### src/rtl/veg_pkg.sv
`timescale 1ns / 1ps
`default_nettype none

package veg_pkg;

    typedef enum logic [2:0] {
        CMD_TICK     = 3'd0,
        CMD_NOTE_ON  = 3'd1,
        CMD_NOTE_OFF = 3'd2,
        CMD_ALL_OFF  = 3'd3,
        CMD_FINISHED = 3'd4
    } t_cmd;

    typedef enum logic [1:0] {
        CFG_VARIANT = 2'd0,
        CFG_MASTER  = 2'd1,
        CFG_PLAY    = 2'd2
    } t_cfg_idx;

    typedef enum logic [1:0] {
        VAR_DIRECT   = 2'd0,
        VAR_MASTER_V = 2'd1,
        VAR_MASTER   = 2'd2
    } t_variant;

    typedef enum logic [2:0] {
        S_IDLE,
        S_EVAL,
        S_MUL,
        S_RELOAD,
        S_OUT
    } t_state;

    localparam logic [2:0] STG_IDLE    = 3'd0;
    localparam logic [2:0] STG_FIRST   = 3'd1;
    localparam logic [2:0] STG_SUSTAIN = 3'd3;
    localparam logic [2:0] STG_RELEASE = 3'd4;
    localparam logic [2:0] STG_END     = 3'd6;

    localparam logic [5:0] VOL_MAX     = 6'd63;
    localparam logic [7:0] LEVEL_START = 8'd64;

endpackage

`default_nettype wire

### src/rtl/veg_mul.sv
`timescale 1ns / 1ps
`default_nettype none

module veg_mul (
    input  wire logic        i_clk,
    input  wire logic        i_load,
    input  wire logic [5:0]  i_a,
    input  wire logic [5:0]  i_b,
    output logic      [11:0] o_prod
);

    logic [11:0] r_prod;

    always_ff @(posedge i_clk) begin
        if (i_load) begin
            r_prod <= {6'd0, i_a} * {6'd0, i_b};
        end
    end

    assign o_prod = r_prod;

endmodule

`default_nettype wire

### src/rtl/voice_envelope_generator.sv
`timescale 1ns / 1ps
`default_nettype none

// Envelope unit for one voice. Commands (tick, note on, note off, all notes
// off, playback finished) arrive one at a time; each gives exactly one result
// with stop/start flags, an optional channel volume and the stage afterward.
// A command passes through the evaluation, multiply and output states, its result
// being registered on leaving the output state. Every tick in the master-scaled-with-
// velocity variant also passes through a reload state and the multiply once more,
// since its volume scaling passes twice through the single 6x6 multiplier. The input is
// stalled while a command is in work and while a finished result waits for a
// stalled output register; once the result is in that register, a new request
// can be taken while it waits. Configuration writes are always ready and
// belong in idle periods.
module voice_envelope_generator (
    input  wire logic        i_clk,
    input  wire logic        i_rst_n,
    input  wire logic        i_in_valid,
    output logic             o_in_stall,
    input  wire logic [2:0]  i_cmd,
    input  wire logic [6:0]  i_note,
    input  wire logic [6:0]  i_velocity,
    input  wire logic        i_instrument_present,
    input  wire logic        i_looped,
    input  wire logic [31:0] i_skip_word,
    input  wire logic [31:0] i_step_word,
    input  wire logic [31:0] i_target_word,
    output logic             o_out_valid,
    input  wire logic        i_out_stall,
    output logic             o_stop_voice,
    output logic             o_start_voice,
    output logic             o_start_looped,
    output logic             o_volume_valid,
    output logic      [5:0]  o_volume,
    output logic      [2:0]  o_stage,
    input  wire logic        i_cfg_valid,
    output logic             o_cfg_ready,
    input  wire logic [1:0]  i_cfg_index,
    input  wire logic [3:0]  i_cfg_data
);

    import veg_pkg::*;

    t_state r_state, n_state;

    // configuration
    logic [1:0] r_variant;
    logic [3:0] r_master;
    logic       r_play;

    // latched request
    logic [2:0]  r_cmd;
    logic [6:0]  r_note;
    logic [6:0]  r_vel;
    logic        r_present;
    logic        r_looped;
    logic [31:0] r_in_skip, r_in_step, r_in_tgt;

    // envelope state
    logic [2:0]  r_stage, n_stage;
    logic [7:0]  r_cd, n_cd;
    logic [7:0]  r_level, n_level;
    logic [6:0]  r_held, n_held;
    logic        r_held_vld, n_held_vld;
    logic [5:0]  r_vl, n_vl;
    logic [31:0] r_tab_skip, r_tab_step, r_tab_tgt;
    logic [31:0] n_tab_skip, n_tab_step, n_tab_tgt;

    // pending result
    logic r_res_stop, r_res_start, r_res_sloop, r_res_vvld;
    logic n_res_stop, n_res_start, n_res_sloop, n_res_vvld;

    // multiplier control
    logic [5:0] r_ma, r_mb, n_ma, n_mb;
    logic       r_two, n_two;
    logic       r_shr6, n_shr6;
    logic [11:0] prod;

    // output register
    logic       r_out_valid;
    logic       r_o_stop, r_o_start, r_o_sloop, r_o_vvld;
    logic [5:0] r_o_vol;
    logic [2:0] r_o_stage;

    logic in_take, mul_load, out_load, out_free;

    // tick helpers
    logic [2:0]        idx_w;
    logic [1:0]        idx;
    logic [7:0]        skip_b, step_b, tgt_b;
    logic              cur_pos;
    logic [5:0]        v_tick;
    logic [7:0]        diff;
    logic signed [9:0] nv_ext, tgt_ext;
    logic              reach;
    logic [5:0]        v_in;
    logic              is_tick;
    logic              off_hit;
    logic [6:0]        off_note;
    logic              do_off;

    assign in_take  = i_in_valid && !o_in_stall;
    assign out_free = !r_out_valid || !i_out_stall;

    // ---------------- sequencer ----------------
    always_comb begin
        n_state = r_state;
        case (r_state)
            S_IDLE:   if (i_in_valid) n_state = S_EVAL;
            S_EVAL:   n_state = S_MUL;
            S_MUL:    n_state = r_two ? S_RELOAD : S_OUT;
            S_RELOAD: n_state = S_MUL;
            S_OUT:    if (out_free) n_state = S_IDLE;
            default:  n_state = S_IDLE;
        endcase
    end

    always_comb begin
        o_in_stall = (r_state != S_IDLE);
        mul_load   = (r_state == S_MUL);
        out_load   = (r_state == S_OUT) && out_free;
    end

    always_ff @(posedge i_clk) begin
        if (!i_rst_n) begin
            r_state <= S_IDLE;
        end else begin
            r_state <= n_state;
        end
    end

    // ---------------- configuration ----------------
    assign o_cfg_ready = 1'b1;

    always_ff @(posedge i_clk) begin
        if (!i_rst_n) begin
            r_variant <= VAR_DIRECT;
            r_master  <= 4'd15;
            r_play    <= 1'b1;
        end else if (i_cfg_valid) begin
            case (t_cfg_idx'(i_cfg_index))
                CFG_VARIANT: r_variant <= i_cfg_data[1:0];
                CFG_MASTER:  r_master  <= i_cfg_data;
                CFG_PLAY:    r_play    <= i_cfg_data[0];
                default:     ;
            endcase
        end
    end

    // ---------------- request latch ----------------
    always_ff @(posedge i_clk) begin
        if (in_take) begin
            r_cmd     <= i_cmd;
            r_note    <= i_note;
            r_vel     <= i_velocity;
            r_present <= i_instrument_present;
            r_looped  <= i_looped;
            r_in_skip <= i_skip_word;
            r_in_step <= i_step_word;
            r_in_tgt  <= i_target_word;
        end
    end

    // ---------------- evaluation ----------------
    // stages 1,2 use entries 0,1; release stages 4,5 use entries 2,3
    assign idx_w  = (r_stage > STG_SUSTAIN) ? (r_stage - 3'd2) : (r_stage - 3'd1);
    assign idx    = idx_w[1:0];
    assign skip_b = r_tab_skip[8*idx +: 8];
    assign step_b = r_tab_step[8*idx +: 8];
    assign tgt_b  = r_tab_tgt[8*idx +: 8];

    assign cur_pos = !r_level[7] && (r_level != 8'd0);
    assign v_tick  = !r_play ? 6'd0 : (r_level[6] ? VOL_MAX : r_level[5:0]);
    assign diff    = r_level - step_b;
    assign nv_ext  = {{2{diff[7]}}, diff};
    assign tgt_ext = {2'b00, tgt_b};
    assign reach   = step_b[7] ? (nv_ext > tgt_ext) : (nv_ext < tgt_ext);

    assign is_tick = (t_cmd'(r_cmd) == CMD_TICK);
    assign v_in    = is_tick ? v_tick : VOL_MAX;

    // note-off path, shared by note off, zero-velocity note on and all notes off
    always_comb begin
        do_off   = 1'b0;
        off_note = r_note;
        case (t_cmd'(r_cmd))
            CMD_NOTE_ON:  do_off = (r_vel == 7'd0);
            CMD_NOTE_OFF: do_off = 1'b1;
            CMD_ALL_OFF: begin
                do_off   = (r_stage < STG_RELEASE);
                off_note = r_held;
            end
            default: do_off = 1'b0;
        endcase
    end
    assign off_hit = do_off && r_held_vld && (r_held == off_note);

    always_comb begin
        n_stage     = r_stage;
        n_cd        = r_cd;
        n_level     = r_level;
        n_held      = r_held;
        n_held_vld  = r_held_vld;
        n_vl        = r_vl;
        n_tab_skip  = r_tab_skip;
        n_tab_step  = r_tab_step;
        n_tab_tgt   = r_tab_tgt;
        n_res_stop  = 1'b0;
        n_res_start = 1'b0;
        n_res_sloop = 1'b0;
        n_res_vvld  = 1'b0;

        if (off_hit) begin
            if (r_stage != STG_IDLE) begin
                if (r_variant == VAR_DIRECT) n_cd = 8'd0;
                else n_level = r_tab_tgt[15:8];
                n_stage = STG_RELEASE;
            end
            n_held_vld = 1'b0;
        end else begin
            case (t_cmd'(r_cmd))
                CMD_TICK: begin
                    if (r_stage == STG_END) begin
                        n_res_stop = 1'b1;
                        n_stage    = STG_IDLE;
                    end else if (r_stage != STG_IDLE && r_stage != STG_SUSTAIN) begin
                        if (r_cd == 8'd0) begin
                            if (!cur_pos) begin
                                n_res_stop = 1'b1;
                                n_stage    = STG_IDLE;
                                n_cd       = skip_b;
                            end else begin
                                n_cd       = skip_b - 8'd1;
                                n_res_vvld = 1'b1;
                                if (reach) begin
                                    n_level = tgt_b;
                                    n_stage = r_stage + 3'd1;
                                end else begin
                                    n_level = diff;
                                end
                            end
                        end else begin
                            n_cd = r_cd - 8'd1;
                        end
                    end
                end
                CMD_NOTE_ON: begin
                    if (r_vel != 7'd0) begin
                        n_res_stop = 1'b1;
                        n_stage    = STG_IDLE;
                        if (r_variant != VAR_DIRECT || r_present) begin
                            n_tab_skip  = r_in_skip;
                            n_tab_step  = r_in_step;
                            n_tab_tgt   = r_in_tgt;
                            n_vl        = r_vel[6:1];
                            n_held      = r_note;
                            n_held_vld  = 1'b1;
                            n_res_start = 1'b1;
                            n_res_sloop = r_looped;
                            if (r_variant == VAR_DIRECT) begin
                                n_level    = LEVEL_START;
                                n_cd       = 8'd0;
                                n_res_vvld = 1'b1;
                                if (r_looped) n_stage = STG_FIRST;
                            end else begin
                                n_res_vvld = r_play;
                                if (r_in_skip[7:0] != 8'd0 && r_looped) begin
                                    n_level = {2'b00, r_vel[6:1]};
                                    n_cd    = 8'd0;
                                    n_stage = STG_FIRST;
                                end
                            end
                        end
                    end
                end
                CMD_FINISHED: n_stage = STG_IDLE;
                default: ;
            endcase
        end
    end

    // multiplier operands for the volume
    always_comb begin
        n_ma   = v_in;
        n_mb   = n_vl;
        n_two  = 1'b0;
        n_shr6 = 1'b1;
        if (!is_tick && r_variant != VAR_DIRECT) begin
            // non-tick commands (the note on volume) in master-scaled variants: master * voice level >> 4
            n_ma   = {2'b00, r_master};
            n_shr6 = 1'b0;
        end else begin
            case (t_variant'(r_variant))
                VAR_DIRECT: begin
                    if (r_master == 4'd0 || !r_play) n_ma = 6'd0;
                end
                VAR_MASTER_V: begin
                    n_mb  = {2'b00, r_master};
                    n_two = 1'b1;
                end
                default: begin
                    n_mb   = {2'b00, r_master};
                    n_shr6 = 1'b0;
                end
            endcase
        end
    end

    always_ff @(posedge i_clk) begin
        if (!i_rst_n) begin
            r_stage    <= STG_IDLE;
            r_cd       <= 8'd0;
            r_level    <= 8'd0;
            r_held     <= 7'd0;
            r_held_vld <= 1'b0;
            r_vl       <= 6'd0;
            r_tab_skip <= 32'd0;
            r_tab_step <= 32'd0;
            r_tab_tgt  <= 32'd0;
        end else if (r_state == S_EVAL) begin
            r_stage    <= n_stage;
            r_cd       <= n_cd;
            r_level    <= n_level;
            r_held     <= n_held;
            r_held_vld <= n_held_vld;
            r_vl       <= n_vl;
            r_tab_skip <= n_tab_skip;
            r_tab_step <= n_tab_step;
            r_tab_tgt  <= n_tab_tgt;
        end
    end

    always_ff @(posedge i_clk) begin
        if (!i_rst_n) begin
            r_two <= 1'b0;
        end else if (r_state == S_EVAL) begin
            r_two <= n_two;
        end else if (r_state == S_RELOAD) begin
            r_two <= 1'b0;
        end
    end

    always_ff @(posedge i_clk) begin
        if (r_state == S_EVAL) begin
            r_ma        <= n_ma;
            r_mb        <= n_mb;
            r_shr6      <= n_shr6;
            r_res_stop  <= n_res_stop;
            r_res_start <= n_res_start;
            r_res_sloop <= n_res_sloop;
            r_res_vvld  <= n_res_vvld;
        end else if (r_state == S_RELOAD) begin
            // second pass: (v * master >> 4) * voice level
            r_ma <= prod[9:4];
            r_mb <= r_vl;
        end
    end

    veg_mul u_mul (
        .i_clk  (i_clk),
        .i_load (mul_load),
        .i_a    (r_ma),
        .i_b    (r_mb),
        .o_prod (prod)
    );

    // ---------------- result register ----------------
    always_ff @(posedge i_clk) begin
        if (!i_rst_n) begin
            r_out_valid <= 1'b0;
        end else if (out_load) begin
            r_out_valid <= 1'b1;
        end else if (!i_out_stall) begin
            r_out_valid <= 1'b0;
        end
    end

    always_ff @(posedge i_clk) begin
        if (out_load) begin
            r_o_stop  <= r_res_stop;
            r_o_start <= r_res_start;
            r_o_sloop <= r_res_sloop;
            r_o_vvld  <= r_res_vvld;
            r_o_stage <= r_stage;
            if (!r_res_vvld) r_o_vol <= 6'd0;
            else if (r_shr6) r_o_vol <= prod[11:6];
            else r_o_vol <= prod[9:4];
        end
    end

    assign o_out_valid    = r_out_valid;
    assign o_stop_voice   = r_o_stop;
    assign o_start_voice  = r_o_start;
    assign o_start_looped = r_o_sloop;
    assign o_volume_valid = r_o_vvld;
    assign o_volume       = r_o_vol;
    assign o_stage        = r_o_stage;

endmodule

`default_nettype wire

### config.mk
export PLATFORM = sky130hd
export DESIGN_NAME = voice_envelope_generator
export DESIGN_NICKNAME = d
export VERILOG_FILES = /design/src/rtl/veg_pkg.sv /design/src/rtl/veg_mul.sv /design/src/rtl/voice_envelope_generator.sv
export SDC_FILE = /design/constraint.sdc
export NUM_CORES = 1
export LEC_CHECK = 0
export BUFFER_PORTS_ARGS = -buffer_cell sky130_fd_sc_hd__buf_2
export CAP_MARGIN = 25
export CORE_MARGIN = 2
export CORE_UTILIZATION = 30
export CTS_BUF_LIST = sky130_fd_sc_hd__clkbuf_16
export DETAILED_ROUTE_END_ITERATION = 8
export HOLD_SLACK_MARGIN = 0.08
export MAX_ROUTING_LAYER = met4
export PLACE_DENSITY_LB_ADDON = 0.05
export REMOVE_ABC_BUFFERS = 1
export SLEW_MARGIN = 25
export SYNTH_ARGS = -nofsm -noshare
export SYNTH_HDL_FRONTEND = slang
export SYNTH_SLANG_ARGS = --single-unit
export TNS_END_PERCENT = 5
### constraint.sdc
create_clock -name i_clk -period 8.5 [get_ports i_clk]
set_input_delay 1.275 -clock i_clk [delete_from_list [all_inputs] [get_ports i_clk]]
set_output_delay 1.275 -clock i_clk [all_outputs]
set_load 0.02 [all_outputs]
# ---- Word-level counts from Yosys, hierarchy flattened
# Index checks and enable logic that the tools add are counted.
dict set report op_classes {
  n_addsub 6
  n_mul 1
  magnitude_cmp 4
  n_eq_ne 31
  shifts 3
  muxes 89
  n_bitwise 4
  reduce_logical 49
}
# cell count
set ops {}
lappend ops {{8-bit two-way mux} 23}
lappend ops {{6-bit two-way mux} 17}
lappend ops {{32-bit by 6-bit indexed part select with 8-bit output} 3}
lappend ops {{3-bit two-way mux} 13}
lappend ops {{8-bit one-hot mux with 2 select lines} 2}
lappend ops {{1-bit two-way mux} 27}
lappend ops {{8-bit nonzero test} 2}
lappend ops {{8-bit by 1-bit subtractor with 8-bit output, second input constant} 2}
lappend ops {{3-bit by 2-bit == test with 1-bit output, second input constant} 4}
lappend ops {{6-bit by 6-bit multiplier with 12-bit output} 1}
lappend ops {{3-bit inequality test, second input constant} 4}
lappend ops {{3-bit one-hot mux with 4 select lines} 1}
lappend ops {{11-bit AND reduction} 1}
lappend ops {{2-bit nonzero test} 5}
lappend ops {{3-bit == test, second input constant} 3}
lappend ops {{8-bit by 9-bit greater-than comparator with 1-bit output} 1}
lappend ops {{8-bit by 9-bit < comparator with 1-bit output} 1}
lappend ops {{3-bit one-hot mux with 3 select lines} 1}
lappend ops {{9-bit AND reduction} 1}
lappend ops {{3-bit nonzero test} 3}
lappend ops {{1-bit logical AND} 8}
lappend ops {{8-bit logical NOT} 1}
lappend ops {{4-bit by 1-bit inequality test with 1-bit output, second input constant} 2}
lappend ops {{2-bit AND reduction} 4}
lappend ops {{other kinds (35)} 57}
dict set report totals {
  ff_bits 298
  in_bits 126
  output_inout_bits 16
  elab_cells 224
}

# ---- Depth between registers and ports, before layout
# Gate-level depths: netlist of the first run.
dict set report depth {
  ltp_word 13
  depth_mapped 26
  mapped_depth_nobuf 22
}

# ---- Cells and area by module
# From an unflattened synthesis of the first run, not the netlist that was laid out.
dict set report unflattened {
  hier_cells 1249
  area_unflattened_um2 13540.5
}
# module n_inst cells_per_inst area_each_um2 seq_area_each_um2
set modules_own_cells {}
lappend modules_own_cells {voice_envelope_generator 1 1109 12071.6 7176.9}
lappend modules_own_cells {veg_mul 1 140 1468.9 360.3}

# ---- Worst setup path after synthesis of the first run
# OpenSTA, ideal clock, no wires.
dict set report synth_path {
  path_type {input port to flip-flop}
  start {input i_in_valid}
  end {register r_cmd[0], enable pin}
  arrival_time_ps 6084
  required_time_ps 7908
  path_slack_ps 1824
  cell_stages 2
  path_buffers 0
  path_cell_list {inv_1 -> nor2_1}
}
dict set report synth_via {
  elab_chain_len 1
}
# element line
set synth_lines {}
lappend synth_lines {{start, declared} voice_envelope_generator.sv:18} ;# input wire logic i_in_valid,
lappend synth_lines {{1-bit logical AND} voice_envelope_generator.sv:102} ;# assign in_take = i_in_valid && !o_in_stall;
lappend synth_lines {{net in_take} voice_envelope_generator.sv:85} ;# logic in_take, mul_load, out_load, out_free;
lappend synth_lines {{end signal, assigned} voice_envelope_generator.sv:153} ;# r_cmd <= i_cmd;
lappend synth_lines {{end, declared} voice_envelope_generator.sv:52} ;# logic [2:0] r_cmd;
# The timed path passes the listed nets, and every way through them passes these cells.
# A chain may end at the register's enable or synchronous reset.

# ---- Worst setup path in the final report of the first run
dict set report layout_path {
  start {register r_stage[2]}
  end {register r_stage[1]}
}
dict set report layout_via {
  elab_chain_len 8
  word_cells_on_any_way 26
  classes_between {add/sub (1); order compare (4); eq/ne (7); shift (2); mux (6); reduce/logical (6)}
}
# element line
set layout_lines {}
lappend layout_lines {{start, declared} voice_envelope_generator.sv:60} ;# logic [2:0] r_stage, n_stage;
lappend layout_lines {{start signal, assigned} voice_envelope_generator.sv:321} ;# r_stage <= n_stage;
lappend layout_lines {{3-bit by 2-bit greater-than comparator with 1-bit output} voice_envelope_generator.sv:166} ;# assign idx_w = (r_stage > STG_SUSTAIN) ? (r_stage - 3'd2) : (r_stage - 3'd1);
lappend layout_lines {{2-bit two-way mux} voice_envelope_generator.sv:166}
lappend layout_lines {{32-bit by 6-bit indexed part select with 8-bit output} voice_envelope_generator.sv:169} ;# assign step_b = r_tab_step[8*idx +: 8];
lappend layout_lines {{8-bit subtractor} voice_envelope_generator.sv:174} ;# assign diff = r_level - step_b;
lappend layout_lines {{8-bit by 9-bit < comparator with 1-bit output / 8-bit by 9-bit greater-than comparator with 1-bit output (equally long branches)} voice_envelope_generator.sv:177} ;# assign reach = step_b[7] ? (nv_ext > tgt_ext) : (nv_ext < tgt_ext);
lappend layout_lines {{1-bit two-way mux} voice_envelope_generator.sv:177}
lappend layout_lines {{5-bit by 3-bit inequality test with 1-bit output (no line)} n/a}
lappend layout_lines {{7-bit AND reduction (no line)} n/a}
# Parallel ways exist; a longest one is shown, timed or not.

==> qor.csv, run 1 <==
stage,metric,value,unit
placed_design,dpl.hpwl,24.7,mm
run_status,status,completed,
power_and_ir_drop,p_switching,852,uW
layout,layout_commonest_cell,nand2_1,
sta,maxSlewHeadroom,39.5,%
sta,hold_viol,0,
power_and_ir_drop,seqPwrFrac,46.7,%
die,die_h,216,um
grt,grt_usage,15.6,%
sta,finalSetupTns,0,ns
detailed_routing,vias,9331,
sta,finClkSkew,0.0252,ns
power_and_ir_drop,power_density,213,nW/um^2
setup_path,reg2reg_depth,21,
layout,syn_to_final_growth,18.7,%
grt,grt_antenna_before_repair,0,
cts,cts_sinks,294,
layout,layout_common_cells,"nand2_1, edfxtp_1, dfxtp_1",
sta,max_freq,167,MHz
power_and_ir_drop,leakagePower,0.00605,uW
synth,ys_seq_area_share,54.8,%
synth,synth-seq-cells,294,
placed_design,place_area,14900,sq um
die,start_util,30.5,%
grt,grt_pass1_vias,9606,
sta,setup_violations,0,
layout,design_area,16100,sq um
detailed_routing,drt-initial-drc-count,472,
placed_design,dp.cells,1935,
setup_path,required,8.97,ns
synth,synth-edff-count,153,
layout,stdcell_count,2003,
grt,grt_pass1_wl,55.3,mm
detailed_routing,drt-total-wl,35.2,mm
layout,drive_gt1_share,17.9,%
layout,fill_cells,4516,
cts,postCtsHoldBufs,0,
detailed_routing,wl_per_cell,17.6,um
cts,path_clk_slew,0.06,ns
grt,overflow,0,
setup_path,start_kind,flip-flop,
sta,final_max_slew_viol_count,0,
die,ioPinCount,142,
cts,h-tree-depth,2,
power_and_ir_drop,peakVddDrop,116,uV
run,cap_viol_max_count,0,
detailed_routing,wl_met1,16.4,mm
cts,root_buffer,clkbuf_16,
layout,antenna-diode-count,0,
die,rows,77,
detailed_routing,routed_via_density,4.66,
synth,synthCells,1246,
layout,nNetsFinal,1566,
power_and_ir_drop,power.internal,2570,uW
sta,period_minus_slack,5.99,ns
power_and_ir_drop,p_comb_share,9.5,%
synth,yosys_warnings,0,
sta,rsz0062_at_grt,false,
placed_design,io_buffers,140,
detailed_routing,wl_met2,16.7,mm
power_and_ir_drop,power,3420,uW
power_and_ir_drop,switching_share,24.9,%
grt,grt_max_degree,73,
layout,ff_latch_area,7420,sq um
cts,numCtsBuffers,37,
die,die_w,216,um
cts,cts_max_path_buffers,3,
synth,synth_flop_cell,edfxtp_1,
synth,yosysUniqueCellTypes,69,
synth,syn_area_per_cell,10.9,sq um
cts,clock_latency,0.56,ns
synth,synthArstFlopShare,0,%
cts,cts_resized,0,
die,core_area,44400,sq um
detailed_routing,ant_nets,0,
die,die_area,46900,sq um
setup_path,endpoint_kind,flip-flop,
detailed_routing,dr_wl_met3,1.29,mm
cts,cts_tree,built,
setup_path,critPathKind,flip-flop to flip-flop,
detailed_routing,firstDrtPassIters,4,
worst_hold_path,hold_depth,0,
synth,syn_area,13500,sq um
sta,worstMarginPinSlew,0.908,ns
layout,multiInputGateArea,5750,sq um
setup_path,crit_fanout,29,
worst_hold_path,min_path_type,flip-flop to flip-flop,
cts,post_cts_buffers,0,
power_and_ir_drop,pwr-share-clk,43.8,%
sta,timing.final.crit_share,70.4,%
detailed_routing,highest_layer,met4,
setup_path,crit_arrival,6.45,ns
placed_design,place_congestion,0.834,
detailed_routing,drc_errors,0,
-- final cells by class --
cell class	count	area share (%)
clock inverter	29	1.19
multi-input combinational	842	35.7
timing repair buffer	153	4.98
inverter	54	1.26
tap	592	4.61
clock buffer	39	6.07
sequential	294	46.1
-- power by group through the flow --
stage / Sequential [uW] / Combinational, uW / Clock [uW]
after floorplan: 1620 / 219 / 0
after global placement: 1630 / 330 / 0
after detailed placement: 1630 / 332 / 0
after CTS: 1600 / 333 / 1550
after global routing: 1600 / 367 / 1610
final: 1600 / 325 / 1500
-- cells in the mapped netlist, types with 5 or more instances --
cell        n  area share [%]
inv_1      54             1.5
a21boi_0  109             6.0
clkbuf_1   49             1.4
nand2_1   273             7.6
a21o_1      6            0.33
o21ai_0    26            0.96
mux4_2     18             3.0
a21oi_1    59             2.2
nor4_1      7            0.32
xnor2_1    25             1.6
edfxtp_1  153              34
mux2_2     12             1.0
o22ai_1     6            0.28
nand2b_1    5            0.23
dfxtp_1   141              21
ha_1       40             3.7
nor3_1     15            0.55
nand3_1     7            0.26
mux2i_1    29             2.1
a211o_1     5            0.32
nor2_1     49             1.4
and3_1      6            0.28
nor2b_1    13            0.60
xor2_1      9            0.58
or3_1       5            0.23
fa_1       18             2.7
and2_1     23             1.1
o21a_1      6            0.33
o221ai_1    5            0.32
-- logic make-up after synthesis --
logic type               share of synthesized area, %
adder cells (fa/ha/maj)                          6.36
buffers and inverters                            3.09
multiplexers                                     6.13
AO/OA/AOI/OAI                                    13.4
XOR/XNOR                                         2.20
flip-flops                                       54.8
AND/OR/NAND/NOR                                  14.0
other                                          0.0277
-- per-stage QoR --
step                      utilization (%)  hold WS (ns)  worst slack [ns]
after floorplan                         -         0.400              1.71
after global placement               33.6         0.416              2.60
after detailed placement             33.6         0.419              2.49
after CTS                            36.2         0.433              2.46
after global routing                 36.2         0.440              1.97
final                                36.2         0.428              2.51
-- routing by layer --
metal / vias up / track usage (%)
li1: 4681 / -
met5: - / -
met3: 45 / 2.48
met1: 4452 / 20.1
met4: 0 / 4.95
met2: 153 / 25.3
-- sequential cells by signal (all words and copies together), names as in the netlist, 32 cells and up --
signal and count:
r_in_tgt 32, r_tab_step 32, r_tab_skip 32, r_tab_tgt 32, r_in_step 32, r_in_skip 32
-- worst max-delay path, stage by stage, from the launching register on --
cell	delay [ns]
dfxtp_1	0.55
inv_1	0.11
ha_1	0.24
nor2b_1	0.11
o32a_2	0.74
mux4_2	0.41
inv_1	0.13
ha_1	0.24
nor2b_1	0.14
o2111a_1	0.27
or3_1	0.37
and3_1	0.17
xnor2_1	0.18
inv_1	0.07
ha_1	0.21
a21oi_1	0.17
nand2_1	0.08
o21ai_1	0.31
o21ai_1	0.31
a221o_1	0.46
or4_1	0.49
a21oi_1	0.14
-- path summary, 6_finish.rpt --
path,start,slack [ns],endpoint
worst max-delay path,r_stage[2]$_SDFFE_PN0P_,2.51,r_stage[1]$_SDFFE_PN0P_
worst min-delay path,r_res_sloop$_SDFFCE_PP0P_,0.43,o_start_looped$_DFFE_PP_
worst max register to register,r_stage[2]$_SDFFE_PN0P_,2.51,r_stage[1]$_SDFFE_PN0P_
worst min register to register,r_res_sloop$_SDFFCE_PP0P_,0.43,o_start_looped$_DFFE_PP_
No activity file was read; power rests on OpenSTA's default activity.
==> inputs of run 2 (changes only) <==
- ABC_AREA: default -> 1
- clock period: 8.5 -> 6.3 ns (I/O delays scaled with it)
==> run 2 against run 1 <==
Worst hold slack worse by 0.0090 ns. Maximum frequency is 21% higher. Die area is 1.1% higher. Via count is 7.8% higher. Core utilization is 0.73 points lower. Sequential power grew 41%. Critical endpoint is now r_stage[2]$_SDFFE_PN0P_. Largest cell class unchanged.
==> qor.csv, run 2 <==
stage,metric,value,unit,change
placed_design,place_congestion,0.851,,was 0.834
grt,grt_max_degree,99,,was 73
synth,synthArstFlopShare,0,%,unchanged
grt,overflow,0,,unchanged
synth,yosys_warnings,0,,unchanged
grt,grt_usage,15.4,%,was 15.6%
synth,synth_fa_ha_area_share,6.28,%,was 6.36%
worst_hold_path,min_path_type,flip-flop to flip-flop,,unchanged
synth,synth_top_family_by_area,compound AO/OA/AOI/OAI gates,,was simple AND/OR/NAND/NOR gates
layout,layout_common_cells,"inv_1, nand2_1, a21oi_1",,"was nand2_1, edfxtp_1, dfxtp_1"
setup_path,start_kind,flip-flop,,unchanged
detailed_routing,ant_nets,0,,unchanged
cts,path_clk_slew,0.05,ns,was 0.06 ns
synth,synth-edff-count,153,,unchanged
cts,cts_resized,0,,unchanged
sta,rsz0062_at_grt,false,,unchanged
die,core_area,45200,sq um,was 44400 sq um
setup_path,crit_fanout,11,,was 29
synth,yosysUniqueCellTypes,47,,was 69
power_and_ir_drop,leakagePower,0.00650,uW,was 0.00605 uW
synth,synth_area_leaders,"edfxtp_1, dfxtp_1, a21oi_1",,"was edfxtp_1, dfxtp_1, nand2_1"
placed_design,dpl.hpwl,24.8,mm,was 24.7 mm
sta,max_freq,202,MHz,was 167 MHz
grt,top_usage_layer,met2,,unchanged
setup_path,critical-path-max-stage-delay,0.55,ns,was 0.74 ns
sta,whs,0.419,ns,was 0.428 ns
grt,grt_antenna_before_repair,0,,unchanged
layout,drive_gt1_share,15.7,%,was 17.9%
synth,syn_area,13700,sq um,was 13500 sq um
sta,period_minus_slack,4.95,ns,was 5.99 ns
detailed_routing,vias,10100,,was 9331
layout,multiInputGateArea,5140,sq um,was 5750 sq um
setup_path,critPathTopFamily,simple AND/OR/NAND/NOR gates,,was compound AO/OA/AOI/OAI gates
layout,fill_cells,4664,,was 4516
grt,grt_pass1_wl,55.4,mm,was 55.3 mm
placed_design,io_buffers,140,,unchanged
die,start_util,30.3,%,was 30.5%
setup_path,endpoint_kind,flip-flop,,unchanged
synth,yosys.area.top_type,edfxtp_1,,unchanged
sta,worstMarginPinSlew,0.938,ns,was 0.908 ns
cts,h-tree-depth,2,,unchanged
sta,final_max_slew_viol_count,0,,unchanged
die,die_area,47400,sq um,was 46900 sq um
sta,timing.final.crit_share,78.6,%,was 70.4%
detailed_routing,firstDrtPassIters,6,,was 4
sta,setup_violations,0,,unchanged
synth,muxShareOfSynthArea,0.0731,%,was 6.13%
detailed_routing,routed_via_density,4.50,,was 4.66
die,die_h,218,um,was 216 um
detailed_routing,wl_per_cell,15.6,um,was 17.6 um
synth,synth-simple-area-share,13.1,%,was 14.0%
synth,synth_common_cells,"nand2_1, inv_1, a21oi_1",,"was nand2_1, edfxtp_1, dfxtp_1"
power_and_ir_drop,power_density,337,nW/um^2,was 213 nW/um^2
synth,syn_area_per_cell,9.26,sq um,was 10.9 sq um
run,cap_viol_max_count,0,,unchanged
layout,syn_to_final_growth,17.0,%,was 18.7%
grt,met3_usage,2.80,%,was 2.48%
synth,ys_seq_area_share,54.1,%,was 54.8%
synth,synth_top_area_share,33.5,%,was 33.9%
placed_design,place_area,14900,sq um,about the same
synth,synth-compound-area-share,16.5,%,was 13.4%
cts,root_buffer,clkbuf_16,,unchanged
detailed_routing,drt-initial-drc-count,523,,was 472
power_and_ir_drop,peakVddDrop,168,uV,was 116 uV
cts,numCtsBuffers,37,,unchanged
sta,hold_viol,0,,unchanged
layout,layout_commonest_cell,inv_1,,was nand2_1
setup_path,critPathKind,flip-flop to flip-flop,,unchanged
layout,antenna-diode-count,0,,unchanged
die,die_w,218,um,was 216 um
grt,grt_pass1_vias,10100,,was 9606
grt,use_met2,23.7,%,was 25.3%
cts,cts_max_path_buffers,3,,unchanged
detailed_routing,drt-total-wl,34.9,mm,was 35.2 mm
cts,clock_latency,0.54,ns,was 0.56 ns
detailed_routing,drc_errors,0,,unchanged
cts,cts_sinks,294,,unchanged
setup_path,cp_common_cell,nand2_1,,
run_status,status,completed,,unchanged
setup_path,slowest_stage,dfxtp_1,,was o32a_2
synth,synth_most_common_cell,nand2_1,,unchanged
setup_path,cp_num_buf_inv,2,,was 3
sta,finClkSkew,0.0184,ns,was 0.0252 ns
synth,synthCells,1479,,was 1246
setup_path,required,6.73,ns,was 8.97 ns
die,ioPinCount,142,,unchanged
synth,synth_xor_area_share,1.41,%,was 2.20%
synth,synth-seq-cells,294,,unchanged
grt,grt_use_met1,20.9,%,was 20.1%
sta,maxSlewHeadroom,37.4,%,was 39.5%
setup_path,crit_arrival,5.38,ns,was 6.45 ns
cts,cts_tree,built,,unchanged
die,rows,78,,was 77
layout,ff_latch_area,7420,sq um,unchanged
synth,synth_flop_cell,edfxtp_1,,unchanged
layout,nNetsFinal,1790,,was 1566
layout,design_area,16000,sq um,was 16100 sq um
cts,postCtsHoldBufs,0,,unchanged
cts,post_cts_buffers,0,,unchanged
==> run 2: cell types whose count changed after synthesis, moves of 28 or more <==
| cell | change |
|---|---|
| mux2i_1 | -28 |
| nand3_1 | +37 |
| inv_1 | +162 |
| o21ai_0 | +144 |
| a21oi_1 | +113 |
| nand2_1 | -55 |
| nor2_1 | +31 |
| a21boi_0 | -109 |
==> run 2: final cells by class <==
type                            instances  area share, %
Sequential cell                       294           46.3
Multi-Input combinational cell        901           32.0
Clock buffer                           38           5.93
Inverter                              223           5.24
Timing Repair Buffer                  149           4.81
Tap cell                              600           4.68
Clock inverter                         29           1.01
==> run 2: worst paths after layout <==
path | cells after the start | startpoint | to | slack (ns)
worst min-delay path | 0 | r_res_stop$_SDFFCE_PP0P_ | o_stop_voice$_DFFE_PP_ | 0.42
worst min register to register | 0 | r_res_stop$_SDFFCE_PP0P_ | o_stop_voice$_DFFE_PP_ | 0.42
worst max register to register | 27 | r_stage[2]$_SDFFE_PN0P_ | r_stage[2]$_SDFFE_PN0P_ | 1.35
worst max-delay path | 27 | r_stage[2]$_SDFFE_PN0P_ | r_stage[2]$_SDFFE_PN0P_ | 1.35
==> run 2: cells by family after synthesis <==
| kind of cell | after synthesis |
|---|---|
| buffers and inverters | 284 |
| flip-flops | 294 |
| adder cells (fa/ha/maj) | 58 |
| other | 1 |
| XOR/XNOR | 22 |
| AND/OR/NAND/NOR | 405 |
| AO/OA/AOI/OAI | 414 |
| multiplexers | 1 |
==> run 2: report_power, final <==
group | total (uW) | internal (uW) | switching (uW)
Clock | 1940 | 1130 | 809
Sequential | 2260 | 2180 | 73.6
Combinational | 1200 | 426 | 775
Total | 5400 | 3740 | 1660
==> run 2: per-stage QoR <==
stage / setup WS [ns] / setup TNS [ns] / power [uW] / std cells / utilization, %
after detailed placement: 1.38 / 0 / 3520 / 2167 / 33.0
after global routing: 0.816 / 0 / 5770 / 2234 / 35.5
after global placement: 1.53 / 0 / 3500 / 2167 / 33.0
after floorplan: -0.0155 / -1.78 / 3160 / 1418 / -
after CTS: 1.36 / 0 / 5510 / 2234 / 35.5
final: 1.35 / 0 / 5400 / 2234 / 35.5
==> run 2: metal layers <==
metal	share of wire [%]	vias up
met1	49	4648
met2	45	156
li1	-	5204
met4	1.8	0
met5	0	-
met3	3.7	48
==> inputs of run 3 (changes only) <==
- ABC_AREA: 1 -> 0
- clock period: 6.3 -> 4.5 ns (I/O delays scaled with it)
==> run 3 against run 2 <==
The run now ends with setup timing left. Worst hold slack worse by 0.13 ns. Clock power rose by 50%. Combinational power fell by 37%. Core utilization increased by 2.3 points. Via count shrank 4.9%. Die area fell by 1.1%. Clock skew grew 0.0028 ns. Sequential share of layout area fell by 2.1 points. Flip-flop and latch count unchanged. Critical path type unchanged.
==> qor.csv, run 3 (synthesis results as in run 1) <==
stage,metric,value,unit,change
run_status,status,"complete, but fails checks",,was completed
run_status,violations,setup timing,,
grt,grt_max_degree,117,,was 99
cts,postCtsHoldBufs,0,,unchanged
sta,max_freq,212,MHz,was 202 MHz
detailed_routing,drc_errors,0,,unchanged
layout,nNetsFinal,1618,,was 1790
cts,h-tree-depth,2,,unchanged
layout,layout_commonest_cell,nand2_1,,was inv_1
detailed_routing,vias,9566,,was 10100
sta,hold_viol,0,,unchanged
grt,overflow,0,,unchanged
sta,rsz0062_at_grt,true,,was false
setup_path,critPathKind,flip-flop to flip-flop,,unchanged
power_and_ir_drop,peakVddDrop,254,uV,was 168 uV
setup_path,endpoint_kind,flip-flop,,unchanged
sta,worstMarginPinSlew,0.929,ns,was 0.938 ns
sta,finClkSkew,0.0212,ns,was 0.0184 ns
placed_design,io_buffers,140,,unchanged
sta,final_max_slew_viol_count,0,,unchanged
sta,period_minus_slack,4.71,ns,was 4.95 ns
setup_path,critical-path-max-stage-delay,0.49,ns,was 0.55 ns
power_and_ir_drop,leakagePower,0.00639,uW,was 0.00650 uW
run,cap_viol_max_count,0,,unchanged
placed_design,place_area,15300,sq um,was 14900 sq um
die,die_h,216,um,was 218 um
layout,drive_gt1_share,23.0,%,was 15.7%
layout,antenna-diode-count,0,,unchanged
cts,cts_max_path_buffers,3,,unchanged
layout,fin_util,37.8,%,was 35.5%
detailed_routing,wl_per_cell,17.6,um,was 15.6 um
setup_path,required,4.97,ns,was 6.73 ns
setup_path,crit_path_cell_trace,"buf_6, inv_1, ha_4, inv_2, o32a_4, mux4_2, inv_2, ha_4, nor2b_4, o2111a_1, buf_6, o221ai_4, and3_4, xnor2_2, inv_1, ha_2, a21oi_2, nand2_1, o21ai_4, buf_4, o21ai_2, a221o_1, or4_1, a21oi_2",,
sta,layout_setup_ws,-0.207,ns,was 1.35 ns
grt,grt_pass1_wl,56.5,mm,was 55.4 mm
die,start_util,30.5,%,was 30.3%
sta,maxSlewHeadroom,38.1,%,was 37.4%
die,die_w,216,um,was 218 um
worst_hold_path,min_path_type,primary input to flip-flop,,was flip-flop to flip-flop
grt,grt_pass1_vias,9793,,was 10100
placed_design,place_congestion,0.806,,was 0.851
sta,setup_violations,9,,was 0
sta,timing.final.crit_share,105,%,was 78.6%
setup_path,crit_fanout,7,,was 11
detailed_routing,drt-total-wl,36.2,mm,was 34.9 mm
grt,grt_usage,16.0,%,was 15.4%
cts,path_clk_slew,0.06,ns,was 0.05 ns
cts,cts_sinks,294,,unchanged
sta,finalSetupTns,-0.959,ns,was 0 ns
detailed_routing,drt-initial-drc-count,424,,was 523
grt,grt_antenna_before_repair,0,,unchanged
die,die_area,46900,sq um,was 47400 sq um
sta,whs,0.288,ns,was 0.419 ns
setup_path,start_kind,flip-flop,,unchanged
setup_path,slowest_stage,or4_1,,was dfxtp_1
cts,numCtsBuffers,39,,was 37
detailed_routing,firstDrtPassIters,5,,was 6
die,ioPinCount,142,,unchanged
cts,root_buffer,clkbuf_16,,unchanged
die,core_area,44400,sq um,was 45200 sq um
layout,syn_to_final_growth,24.0,%,was 17.0%
layout,design_area,16800,sq um,was 16000 sq um
die,rows,77,,was 78
setup_path,crit_arrival,5.18,ns,was 5.38 ns
power_and_ir_drop,power_density,398,nW/um^2,was 337 nW/um^2
detailed_routing,routed_via_density,4.65,,was 4.50
setup_path,critPathTopFamily,compound AO/OA/AOI/OAI gates,,was simple AND/OR/NAND/NOR gates
layout,layout_common_cells,"nand2_1, edfxtp_1, buf_2, dfxtp_1, a21boi_0",,"was inv_1, nand2_1, a21oi_1"
cts,cts_tree,built,,unchanged
detailed_routing,ant_nets,0,,unchanged
setup_path,cp_num_buf_inv,7,,was 2
placed_design,dpl.hpwl,25.2,mm,was 24.8 mm
cts,clock_latency,0.56,ns,was 0.54 ns
run 3: timing repair:
item,in CTS,in global routing
pin swaps,25,17
endpoints found under the setup margin,11,11
hold endpoints to repair,0,0
setup buffers,8,1
gates resized for setup,36,19
run 3: metrics by stage:
stage / cells / power, uW / setup WS [ns]
global route: 2056 / 7000 / -0.486
global placement: 1976 / 3760 / -0.373
finish: 2056 / 6680 / -0.207
floorplan: 1190 / 3470 / -2.29
CTS: 2055 / 6780 / -0.229
detailed placement: 1976 / 3760 / -0.525
run 3: cell type report:
cell class | instances | area, sq um
well taps | 592 | 741
clock inverters | 31 | 200
fillers | 4441 | 27600
multi-input cells | 842 | 5980
inverters | 54 | 203
repair buffers | 203 | 1250
flip-flops and latches | 294 | 7420
clock buffers | 40 | 1000
run 3: worst reg2reg max path: cells and delay by family, from the launching register on:
family                   cells  cell delay [ns]
AND/OR/NAND/NOR              4             0.94
adder cells (fa/ha/maj)      3             0.66
AO/OA/AOI/OAI                8             1.59
XOR/XNOR                     1             0.11
buffers and inverters        7             0.64
multiplexers                 1             0.31
flip-flops                   1             0.34
run 3: final timing paths:
check | startpoint | endpoint | slack [ns] | cells past startpoint
max | r_stage[0]$_SDFFE_PN0P_ | r_stage[1]$_SDFFE_PN0P_ | -0.21 | 24
min | i_skip_word[28] | r_in_skip[28]$_DFFE_PP_ | 0.29 | 1
max reg2reg | r_stage[0]$_SDFFE_PN0P_ | r_stage[1]$_SDFFE_PN0P_ | -0.21 | 24
min reg2reg | r_res_start$_SDFFCE_PP0P_ | o_start_voice$_DFFE_PP_ | 0.43 | 0
run 3: power by group:
group | leakage [uW] | internal [uW] | switching (uW) | total [uW]
sequential | 0.00259 | 2950 | 64.3 | 3020
clock | 0.000632 | 1720 | 1180 | 2910
combinational | 0.00317 | 349 | 405 | 755
run 3: per-layer routing:
metal / track usage (%) / share of wire (%)
met1: 20.7 / 47
met5: - / 0
met3: 2.96 / 3.5
met2: 25.6 / 47
met4: 4.50 / 2.0
